File: config.mk
export PLATFORM = sky130hd
export DESIGN_NAME = timed_packet_buffer_by_destination_unit
export DESIGN_NICKNAME = d
export VERILOG_FILES = /design/src/sv/tpbd_pkg.sv /design/src/sv/tpbd_cell.sv /design/src/sv/timed_packet_buffer_by_destination_unit.sv
export SDC_FILE = /design/constraint.sdc
export NUM_CORES = 2
export LEC_CHECK = 0
export BUFFER_PORTS_ARGS = -buffer_cell sky130_fd_sc_hd__buf_4
export CAP_MARGIN = 30
export CELL_PAD_IN_SITES_DETAIL_PLACEMENT = 0
export CELL_PAD_IN_SITES_GLOBAL_PLACEMENT = 1
export CORE_UTILIZATION = 59
export DETAILED_ROUTE_END_ITERATION = 12
export GPL_TIMING_DRIVEN = 0
export PLACE_DENSITY = 0.91
export SYNTH_ARGS = -nofsm -noshare
export SYNTH_HDL_FRONTEND = slang
export SYNTH_SLANG_ARGS = --single-unit
File: constraint.sdc
create_clock -name i_clk -period 22.7 [get_ports i_clk]
set_input_delay 4.54 -clock i_clk [delete_from_list [all_inputs] [get_ports i_clk]]
set_output_delay 4.54 -clock i_clk [all_outputs]
set_load 0.05 [all_outputs]
File: src/sv/tpbd_pkg.sv
`default_nettype none
package tpbd_pkg;
    localparam int DEF_QUEUE_DEPTH = 32;
    localparam int DEF_ADDR_BITS   = 32;
    localparam int DEF_HANDLE_BITS = 16;
    localparam int DEF_TIME_BITS   = 32;

    localparam int TIMEOUT_BITS = 20;
    localparam int LIMIT_BITS   = 6;
    localparam int CFG_BITS     = 20;

    localparam logic [TIMEOUT_BITS-1:0] TIMEOUT_RST = 20'd30;
    localparam logic [LIMIT_BITS-1:0]   LIMIT_RST   = 6'd32;

    localparam logic CFG_TIMEOUT = 1'b0;
    localparam logic CFG_LIMIT   = 1'b1;

    localparam logic [2:0] REQ_ENQ      = 3'd0;
    localparam logic [2:0] REQ_DEQ_HEAD = 3'd1;
    localparam logic [2:0] REQ_DEQ_DEST = 3'd2;
    localparam logic [2:0] REQ_FIND     = 3'd3;
    localparam logic [2:0] REQ_TICK     = 3'd4;

    localparam logic [1:0] KIND_DONE     = 2'd0;
    localparam logic [1:0] KIND_AGED     = 2'd1;
    localparam logic [1:0] KIND_FULL     = 2'd2;
    localparam logic [1:0] KIND_FULL_EXP = 2'd3;

    typedef struct packed {
        logic shift;
        logic load;
    } t_cell_ctl;
endpackage
`default_nettype wire

File: src/sv/tpbd_cell.sv
`default_nettype none
module tpbd_cell #(
    parameter int ADDR_BITS   = tpbd_pkg::DEF_ADDR_BITS,
    parameter int HANDLE_BITS = tpbd_pkg::DEF_HANDLE_BITS,
    parameter int TIME_BITS   = tpbd_pkg::DEF_TIME_BITS
) (
    input  wire                       i_clk,
    input  wire tpbd_pkg::t_cell_ctl  i_ctl,
    input  wire  [HANDLE_BITS-1:0]    i_ld_handle,
    input  wire  [ADDR_BITS-1:0]      i_ld_dest,
    input  wire  [TIME_BITS-1:0]      i_ld_expiry,
    input  wire  [HANDLE_BITS-1:0]    i_nb_handle,
    input  wire  [ADDR_BITS-1:0]      i_nb_dest,
    input  wire  [TIME_BITS-1:0]      i_nb_expiry,
    output logic [HANDLE_BITS-1:0]    o_handle,
    output logic [ADDR_BITS-1:0]      o_dest,
    output logic [TIME_BITS-1:0]      o_expiry
);
    import tpbd_pkg::*;

    logic [HANDLE_BITS-1:0] r_handle;
    logic [ADDR_BITS-1:0]   r_dest;
    logic [TIME_BITS-1:0]   r_expiry;

    // a load wins over the shift from the neighbor
    always_ff @(posedge i_clk) begin
        if (i_ctl.load) begin
            r_handle <= i_ld_handle;
            r_dest   <= i_ld_dest;
            r_expiry <= i_ld_expiry;
        end else if (i_ctl.shift) begin
            r_handle <= i_nb_handle;
            r_dest   <= i_nb_dest;
            r_expiry <= i_nb_expiry;
        end
    end

    assign o_handle = r_handle;
    assign o_dest   = r_dest;
    assign o_expiry = r_expiry;
endmodule
`default_nettype wire

File: src/sv/timed_packet_buffer_by_destination_unit.sv
// channel | dir | tdata (low bit up)          | tuser     | tlast
// s       | in  | pkt_handle, dest_addr       | req_type  | -
// m       | out | out_handle, found           | result_kind | last result of a request
// cfg     | in  | i_cfg_we / i_cfg_idx / i_cfg_data, 0 hold_timeout, 1 queue_limit
//
// each request walks the cell row once per stored entry in each of its passes: enqueue
// and dequeues purge, dequeue by destination and find scan for the destination, tick
// makes no pass; add one step per overflow drop and one for the completion.
// one request in flight; a new one is taken only after its completion is registered.
// synchronous active-low reset empties the buffer and zeroes the clock.
// a full output register stalls the walk at the next step that has a result.
`default_nettype none
module timed_packet_buffer_by_destination_unit #(
    parameter int QUEUE_DEPTH = tpbd_pkg::DEF_QUEUE_DEPTH,
    parameter int ADDR_BITS   = tpbd_pkg::DEF_ADDR_BITS,
    parameter int HANDLE_BITS = tpbd_pkg::DEF_HANDLE_BITS,
    parameter int TIME_BITS   = tpbd_pkg::DEF_TIME_BITS,
    localparam int SD_W = ((HANDLE_BITS + ADDR_BITS + 7) / 8) * 8,
    localparam int MD_W = ((HANDLE_BITS + 1 + 7) / 8) * 8
) (
    input  wire                           i_clk,
    input  wire                           i_rst_n,
    input  wire                           i_s_tvalid,
    output logic                          o_s_tready,
    input  wire  [SD_W-1:0]               i_s_tdata,   // pkt_handle, dest_addr
    input  wire  [2:0]                    i_s_tuser,   // req_type
    output logic                          o_m_tvalid,
    input  wire                           i_m_tready,
    output logic [MD_W-1:0]               o_m_tdata,   // out_handle, found
    output logic [1:0]                    o_m_tuser,   // result_kind
    output logic                          o_m_tlast,
    input  wire                           i_cfg_we,
    input  wire                           i_cfg_idx,
    input  wire  [tpbd_pkg::CFG_BITS-1:0] i_cfg_data
);
    import tpbd_pkg::*;

    localparam int CW = $clog2(QUEUE_DEPTH + 1);
    localparam int SW = ((TIME_BITS > TIMEOUT_BITS) ? TIME_BITS : TIMEOUT_BITS) + 1;
    localparam logic [TIME_BITS-1:0]  TMAX   = {TIME_BITS{1'b1}};
    localparam logic [CW-1:0]         DEPTH  = CW'(QUEUE_DEPTH);
    localparam logic [LIMIT_BITS:0]   DEPTHL = (LIMIT_BITS + 1)'(QUEUE_DEPTH);

    typedef enum logic [2:0] {S_IDLE, S_PURGE, S_OVF, S_SCAN, S_DONE} t_state;

    t_state                  r_state;
    logic [TIMEOUT_BITS-1:0] r_timeout;
    logic [LIMIT_BITS-1:0]   r_limit;
    logic [CW-1:0]           r_count, r_left;
    logic [TIME_BITS-1:0]    r_now;
    logic [2:0]              r_req;
    logic [HANDLE_BITS-1:0]  r_handle, r_fhandle;
    logic [ADDR_BITS-1:0]    r_dest;
    logic                    r_found;
    logic                    r_ovalid, r_olast, r_ofound;
    logic [1:0]              r_okind;
    logic [HANDLE_BITS-1:0]  r_ohandle;

    t_cell_ctl               ctl [QUEUE_DEPTH];
    logic [HANDLE_BITS-1:0]  c_handle [QUEUE_DEPTH + 1];
    logic [ADDR_BITS-1:0]    c_dest   [QUEUE_DEPTH + 1];
    logic [TIME_BITS-1:0]    c_expiry [QUEUE_DEPTH + 1];

    logic                    pop, load, give;
    logic [CW-1:0]           load_idx;
    logic [HANDLE_BITS-1:0]  ld_handle;
    logic [ADDR_BITS-1:0]    ld_dest;
    logic [TIME_BITS-1:0]    ld_expiry, stamp;
    logic [SW-1:0]           sum;
    logic [LIMIT_BITS:0]     lim;
    logic                    free, head_exp, head_match, over;

    assign free       = !r_ovalid || i_m_tready;
    assign head_exp   = c_expiry[0] < r_now;
    assign head_match = c_dest[0] == r_dest;
    assign sum        = SW'(r_now) + SW'(r_timeout);
    assign stamp      = (sum > SW'(TMAX)) ? TMAX : sum[TIME_BITS-1:0];

    always_comb begin
        if (r_limit == '0) begin
            lim = (LIMIT_BITS + 1)'(1);
        end else if ({1'b0, r_limit} > DEPTHL) begin
            lim = DEPTHL;
        end else begin
            lim = {1'b0, r_limit};
        end
    end
    assign over = ((LIMIT_BITS + 1)'(r_count) >= lim) && (r_count != '0);

    // spare end of the row reads as zero
    assign c_handle[QUEUE_DEPTH] = '0;
    assign c_dest[QUEUE_DEPTH]   = '0;
    assign c_expiry[QUEUE_DEPTH] = '0;

    // row control: pop shifts toward the head, load writes one cell
    always_comb begin
        pop       = 1'b0;
        load      = 1'b0;
        give      = 1'b0;
        load_idx  = r_count - CW'(1);
        ld_handle = c_handle[0];
        ld_dest   = c_dest[0];
        ld_expiry = c_expiry[0];
        case (r_state)
            S_PURGE: begin
                if (r_left != '0) begin
                    if (head_exp) begin
                        pop  = free;
                        give = free;
                    end else begin
                        pop  = 1'b1;
                        load = 1'b1;
                    end
                end else if (r_req == REQ_DEQ_HEAD && r_count != '0) begin
                    pop = 1'b1;
                end
            end
            S_OVF: begin
                if (over) begin
                    pop  = free;
                    give = free;
                end else if (r_count != DEPTH) begin
                    load      = 1'b1;
                    load_idx  = r_count;
                    ld_handle = r_handle;
                    ld_dest   = r_dest;
                    ld_expiry = stamp;
                end
            end
            S_SCAN: begin
                if (r_left != '0) begin
                    pop  = 1'b1;
                    load = !(head_match && !r_found && r_req == REQ_DEQ_DEST);
                end
            end
            S_DONE: give = free;
            default: ;
        endcase
    end

    for (genvar i = 0; i < QUEUE_DEPTH; i++) begin : g_cell
        assign ctl[i].shift = pop;
        assign ctl[i].load  = load && (load_idx == CW'(i));
        tpbd_cell #(
            .ADDR_BITS(ADDR_BITS), .HANDLE_BITS(HANDLE_BITS), .TIME_BITS(TIME_BITS)
        ) u_cell (
            .i_clk       (i_clk),
            .i_ctl       (ctl[i]),
            .i_ld_handle (ld_handle),
            .i_ld_dest   (ld_dest),
            .i_ld_expiry (ld_expiry),
            .i_nb_handle (c_handle[i + 1]),
            .i_nb_dest   (c_dest[i + 1]),
            .i_nb_expiry (c_expiry[i + 1]),
            .o_handle    (c_handle[i]),
            .o_dest      (c_dest[i]),
            .o_expiry    (c_expiry[i])
        );
    end

    always_ff @(posedge i_clk) begin
        if (!i_rst_n) begin
            r_state   <= S_IDLE;
            r_timeout <= TIMEOUT_RST;
            r_limit   <= LIMIT_RST;
            r_count   <= '0;
            r_now     <= '0;
            r_ovalid  <= 1'b0;
            r_found   <= 1'b0;
            r_left    <= '0;
        end else begin
            if (i_cfg_we) begin
                if (i_cfg_idx == CFG_TIMEOUT) begin
                    r_timeout <= i_cfg_data[TIMEOUT_BITS-1:0];
                end else begin
                    r_limit <= i_cfg_data[LIMIT_BITS-1:0];
                end
            end
            if (r_ovalid && i_m_tready && !give) begin
                r_ovalid <= 1'b0;
            end
            case (r_state)
                S_IDLE: begin
                    if (i_s_tvalid) begin
                        r_req    <= i_s_tuser;
                        r_handle <= i_s_tdata[HANDLE_BITS-1:0];
                        r_dest   <= i_s_tdata[HANDLE_BITS +: ADDR_BITS];
                        r_found  <= 1'b0;
                        r_left   <= r_count;
                        if (i_s_tuser inside {REQ_ENQ, REQ_DEQ_HEAD, REQ_DEQ_DEST}) begin
                            r_state <= S_PURGE;
                        end else if (i_s_tuser == REQ_FIND) begin
                            r_state <= S_SCAN;
                        end else begin
                            if (i_s_tuser == REQ_TICK && r_now != TMAX) begin
                                r_now <= r_now + TIME_BITS'(1);
                            end
                            r_state <= S_DONE;
                        end
                    end
                end
                S_PURGE: begin
                    if (r_left != '0) begin
                        if (!head_exp) begin
                            r_left <= r_left - CW'(1);
                        end else if (free) begin
                            r_left    <= r_left - CW'(1);
                            r_count   <= r_count - CW'(1);
                            r_ovalid  <= 1'b1;
                            r_okind   <= KIND_AGED;
                            r_ohandle <= c_handle[0];
                            r_ofound  <= 1'b0;
                            r_olast   <= 1'b0;
                        end
                    end else if (r_req == REQ_ENQ) begin
                        r_state <= S_OVF;
                    end else if (r_req == REQ_DEQ_HEAD) begin
                        if (r_count != '0) begin
                            r_found   <= 1'b1;
                            r_fhandle <= c_handle[0];
                            r_count   <= r_count - CW'(1);
                        end
                        r_state <= S_DONE;
                    end else begin
                        r_left  <= r_count;
                        r_state <= S_SCAN;
                    end
                end
                S_OVF: begin
                    if (over) begin
                        if (free) begin
                            r_count   <= r_count - CW'(1);
                            r_ovalid  <= 1'b1;
                            r_okind   <= (c_expiry[0] > r_now) ? KIND_FULL : KIND_FULL_EXP;
                            r_ohandle <= c_handle[0];
                            r_ofound  <= 1'b0;
                            r_olast   <= 1'b0;
                        end
                    end else begin
                        if (r_count != DEPTH) begin
                            r_count <= r_count + CW'(1);
                        end
                        r_state <= S_DONE;
                    end
                end
                S_SCAN: begin
                    if (r_left != '0) begin
                        r_left <= r_left - CW'(1);
                        if (head_match && !r_found) begin
                            r_found   <= 1'b1;
                            r_fhandle <= c_handle[0];
                            if (r_req == REQ_DEQ_DEST) begin
                                r_count <= r_count - CW'(1);
                            end
                        end
                    end else begin
                        r_state <= S_DONE;
                    end
                end
                S_DONE: begin
                    if (free) begin
                        r_ovalid  <= 1'b1;
                        r_okind   <= KIND_DONE;
                        r_ohandle <= (r_found && r_req != REQ_FIND) ? r_fhandle : '0;
                        r_ofound  <= r_found;
                        r_olast   <= 1'b1;
                        r_state   <= S_IDLE;
                    end
                end
                default: r_state <= S_IDLE;
            endcase
        end
    end

    assign o_s_tready = (r_state == S_IDLE);
    assign o_m_tvalid = r_ovalid;
    assign o_m_tuser  = r_okind;
    assign o_m_tlast  = r_olast;
    assign o_m_tdata  = MD_W'({r_ofound, r_ohandle});

    a_count_max: assert property (@(posedge i_clk) disable iff (!i_rst_n)
        r_count <= DEPTH) else $error("entry count above depth");
    a_last_kind: assert property (@(posedge i_clk) disable iff (!i_rst_n)
        r_ovalid && r_olast |-> r_okind == KIND_DONE) else $error("last result not a completion");
    a_drop_nofound: assert property (@(posedge i_clk) disable iff (!i_rst_n)
        r_ovalid && !r_olast |-> !r_ofound) else $error("drop result with found set");
    a_one_req: assert property (@(posedge i_clk) disable iff (!i_rst_n)
        i_s_tvalid && o_s_tready |=> !o_s_tready) else $error("second request taken in flight");
endmodule
`default_nettype wire
# == After elaboration in Yosys (flattened, before gate mapping) ==
# Index checks and enable logic that the tools add are counted.
# Widths: inputs -> output; s select.
# word_totals
regBits,2722
memories,0
romBits,0
latch_bits,0
mem_bits_rw,0
# classes
n_reduce_logical,100
muxes,299
shifts,0
mul,0
order_cmp,5
eq_ne,68
n_div,0
n_addsub,5
n_bitwise,3
# ops
operator,n
$mux 32,134
$mux 16,79
$mux 6,23
$eq 6x5->1 const B,16
$reduce_bool 2->1,33
$eq 6x4->1 const B,8
$pmux 16 s3,1
$logic_and 1x1->1,40
$pmux 6 s3,2
$mux 1,35
$add 32x20->33,1
$gt 33x32->1 const B,1
$add 32x1->32 const B,1
$eq 32x32->1,1
$gt 32x32->1,1
$lt 32x32->1,1
$ne 2x2->1 const B,16
$ne 32x32->1 const B,1
$pmux 16 s2,1
$mux 3,9
$eq 6x3->1 const B,4
$reduce_and 8->1,3
$pmux 1 s3,7
$ne 3x3->1 const B,6
other kinds (27),56

# == Logic depth before layout (Yosys ltp) ==
# depth
depth_word,14
ltp_mapped,15
ltp_nobuf,12

# == By module ==
# Synthesis repeated with hierarchy kept, for this count alone.
# unflattened
hier_cells,6747
area_unflattened_um2,131675.0
# modules_own_cells
mod,cells_each,n_inst,area_each_um2
tpbd_cell,170,32,3777.4
timed_packet_buffer_by_destination_unit,1307,1,10799.1

# == Worst setup path before layout ==
# Ideal clock, no wire load.
# synth_timing
path_type,input port to flip-flop
from,in i_m_tready
to,reg g_cell[0].u_cell.r_dest[0] (enable)
arrival_ps,7926
stages,6
path_slack_ps,13543
t_required_ps,21469
cell_sequence,nand2b_1 clkbuf_1 a21oi_1 o22a_1 clkbuf_1 o21ai_0
# synth_via
elab_chain_len,5
word_cells_on_any_way,6
# synth_lines
item,line,text
from (decl),timed_packet_buffer_by_destination_unit.sv:28,"input wire i_m_tready,"
$logic_or 1x1->1 *,timed_packet_buffer_by_destination_unit.sv:73,assign free = !r_ovalid || i_m_tready;
$mux 1,timed_packet_buffer_by_destination_unit.sv:107,if (head_exp) begin
$mux 1,timed_packet_buffer_by_destination_unit.sv:106,if (r_left != '0) begin
$pmux 1 s3 *,timed_packet_buffer_by_destination_unit.sv:104,case (r_state)
$reduce_bool 2->1 (no line) *,--,
to (signal assigned),tpbd_cell.sv:29,r_dest <= i_ld_dest;
to (signal assigned),tpbd_cell.sv:33,r_dest <= i_nb_dest;
to (decl),tpbd_cell.sv:22,logic [ADDR_BITS-1:0] r_dest;
# Every way passes the cells marked *; elsewhere a longest branch is shown, timed or not.
# A chain may end at the register's enable or synchronous reset.

# == Worst setup path after layout ==
# layout_timing
from,in i_m_tready
to,reg g_cell[7].u_cell.r_dest[15] (enable)
# layout_via
elab_chain_len,5
word_cells_on_any_way,6
# layout_lines
item,line
$logic_or 1x1->1 *,timed_packet_buffer_by_destination_unit.sv:73
$mux 1,timed_packet_buffer_by_destination_unit.sv:107
$mux 1,timed_packet_buffer_by_destination_unit.sv:106
$pmux 1 s3 *,timed_packet_buffer_by_destination_unit.sv:104
$reduce_bool 2->1 (no line) *,--
to (signal assigned),tpbd_cell.sv:29
to (signal assigned),tpbd_cell.sv:33
to (decl),tpbd_cell.sv:22
# Marks and branches as above.

==> flow_summary.yaml <==
run_status:
  outcome: "finished, final reports clean"
drt:
  vias: 64700
  firstDrtPassIters: 7
  ant_nets: 0
  drt_wl_total_um: 292000
  drtIter0Drc: 7181
  wl_per_cell_um: 28.3
  via_per_inst: 6.26
  drc: 0
setup_path:
  r2r_end: "g_cell[18].u_cell.o_dest[21]"
  cp_max_fo: 41
  rr_startpoint: "r_count[0]"
  crit_path_end_kind: "register"
  worst_ep_required_time_ns: 23.33
  startpoint: "i_m_tready"
  critical_path_class: "input port to register"
  ff2ff_path_depth: 15
  ff2ff_setup_slack_ns: 15.69
  worstPathArrival_ns: 8.14
  critPathCapture: "g_cell[7].u_cell.o_dest[15]"
  startpoint_type: "input port"
yosys:
  netlist_instances: 6984
  synth-main-ff-cell: "edfxtp_1"
  synth_cell_types: 83
  ys_ff_latch: 2722
  seq_area_frac_synth: 0.683
  yosys_warnings: 0
  syn-mean-instance-area_um2: 17.0
  async_reset_ff_frac: 0
  netlist_area_um2: 119000
  synth_edf_count: 2647
clocking:
  cts_setup_buffers: 0
  cts_tree: "done"
  clock_latency_ns: 0.96
  cts.sinks: 2722
  clockBufferDepth: 4
  cts-root-buf: "clkbuf_16"
  clkTransAtPathRegs_ns: 0.06
  cts_resized: 0
  h-tree-depth: 5
  hold_buffers: 0
  cts_made_buffers: 289
cells_and_area:
  seqCellArea_um2: 81000
  num-fill-cells: 13100
  layout-drive-gt1-share: 0.433
  stdcell_count: 10300
  area_growth_pct: 12.2
  multiInputGateArea_um2: 35200
  utilization: 0.667
  fin_nets: 7582
pwr:
  finalPower_mw: 16.9
  ir_worst_vdd_mv: 0.129
  p_leak_nw: 44.1
  power_density_nw_per_um2: 127
worst_hold_path:
  hold_class: "register to register"
sta:
  finalSetupTns_ns: 0
  drv_slew: 0
  setup_violations: 0
  fin_crit_ns: 7.51
  relSlewSlack: 0.316
  post-route-period-util: 0.331
  timing.fmax_mhz: 133
  worstMarginPinSlew_ns: 1.02
  finalClockSkew_ns: 0.0626
  hold_viol: 0
  grt_setup_unrepaired: "false"
  hold_ws_ns: 0.460
floorplan:
  core_um2: 200000
  io_pins: 106
  rows: 164
  die_x_um: 450
  start_util: 0.594
  fp.dieArea_um2: 203000
  die_y_um: 450
job:
  drv_cap: 0
place:
  finalWeightedCongestion: 0.906
  io_buffers: 95
  dpl.hpwl_um: 199000
  placed_cells: 9806
global_route:
  grt_usage: 0.288
  antenna_found_initial: 34
  grt_pass1_vias: 65200
  globalRouteOverflowTotal: 0
  grt_pass1_wl_um: 431000
  grt_max_degree: 58
==> routing by layer <==
layer / GRT usage / vias to the layer above / wire, um
li1: - / 27800 / -
met1: 0.387 / 33200 / 114000
met2: 0.463 / 2955 / 139000
met3: 0.0550 / 704 / 26100
met4: 0.117 / 14 / 13000
met5: 0 / - / 115
==> through the flow <==
step | worst slack (ns) | instance area, um2
5_1_grt | 15.15 | 133000
6_report | 15.19 | 133000
3_5_place_dp | 14.33 | 124000
4_1_cts | 15.28 | 133000
3_3_place_gp | 7.72 | 123000
2_1_floorplan | 13.54 | 119000
==> logic make-up (layout without fill, tap and decap cells) <==
| kind of cell | after synthesis | count (layout) | share of synthesized area |
|---|---|---|---|
| AND/OR/NAND/NOR | 705 | 705 | 0.0286 |
| buffers and inverters | 645 | 1288 | 0.0235 |
| multiplexers | 2488 | 2488 | 0.236 |
| adder cells (fa/ha/maj) | 63 | 63 | 0.00671 |
| other | 1 | 51 | 0.0000316 |
| AO/OA/AOI/OAI | 278 | 278 | 0.0163 |
| flip-flops | 2722 | 2722 | 0.683 |
| XOR/XNOR | 82 | 82 | 0.00605 |
==> synth_stat cells (all sizes together), types with 5 or more instances <==
cell type  number  area share
edfxtp       2647        0.67
mux2         2480        0.24
clkbuf        307      0.0097
nand2         286      0.0090
buf           283       0.012
nor2          120      0.0039
a21oi          77      0.0032
dfxtp          75       0.013
ha             62      0.0065
nor2b          62      0.0033
inv            54      0.0017
nand3          53      0.0022
xnor2          44      0.0032
o21ai          41      0.0017
xor2           38      0.0028
nor3           31      0.0014
nand4          28      0.0015
nand2b         24      0.0013
and3           23      0.0012
nor3b          19      0.0012
nor4           18     0.00095
o22a           17      0.0013
a22o           16      0.0012
a31oi          16     0.00084
o211ai         14     0.00089
or3            11     0.00058
a211oi          9     0.00057
a21o            8     0.00051
mux2i           8     0.00068
o21a            8     0.00051
and4            6     0.00044
a22oi           5     0.00032
and2            5     0.00026
o2111ai         5     0.00037
o41ai           5     0.00037
or3b            5     0.00037
==> cell type report <==
class / instances / share of cell area
well taps: 2656 / 0.0250
flip-flops and latches: 2722 / 0.608
clock buffers: 368 / 0.0573
multi-input cells: 3623 / 0.264
inverters: 55 / 0.00155
diodes: 44 / 0.000827
repair buffers: 161 / 0.0165
plain buffers: 590 / 0.0194
clock inverters: 114 / 0.00671
==> power by group <==
part           switching (mW)  leakage (nW)  internal, mW
Clock                    1.91          4.15          2.52
Sequential              0.383          24.7          7.68
Combinational            2.99          15.3          1.42
Total                    5.28          44.1          11.6
==> critical path, stage by stage <==
cell      delay, ns
buf_4          0.14
nand2b_1       0.15
clkbuf_1       0.26
a21oi_1        0.19
o22a_1         0.42
clkbuf_1       0.48
buf_8          0.25
buf_1          0.50
buf_8          0.24
nand2_4        0.45
buf_16         0.41
==> how the worst min path moves through the flow <==
| stage | slack, ns | end | startpoint | cells past startpoint |
|---|---|---|---|---|
| after CTS | 0.46 | r_left[1] | r_left[1] | 2 |
| after floorplan | 0.44 | r_limit[0] | r_limit[0] | 2 |
| after global routing | 0.48 | r_left[1] | r_left[1] | 2 |
| final | 0.46 | r_limit[0] | r_limit[0] | 2 |
| after global placement | 0.46 | r_limit[0] | r_limit[0] | 2 |
| after detailed placement | 0.45 | r_limit[0] | r_limit[0] | 2 |
==> state kept, by name (all words and copies together) (netlist names), 2 cells and up <==
signal / count
r_limit: 6
r_state: 3
g_cell.u_cell.o_dest: 1024
g_cell.u_cell.o_expiry: 1024
r_req: 3
r_timeout: 20
r_handle: 16
r_left: 6
r_now: 32
r_count: 6
r_dest: 32
g_cell.u_cell.o_handle: 512
r_ohandle: 16
r_fhandle: 16
o_m_tuser: 2
==> cell usage in the layout, fill, tap and decap left out, types with 52 or more instances in the layout <==
cell,instances
clkbuf_1,377
dfxtp_1,75
nor2b_1,62
mux2_2,2446
ha_1,62
edfxtp_1,2647
clkbuf_16,293
inv_1,52
buf_2,265
a21oi_1,77
buf_4,107
nor2_1,113
nand2_1,271
clkinv_1,59
Note: power is estimated with default switching activity, not from simulation.
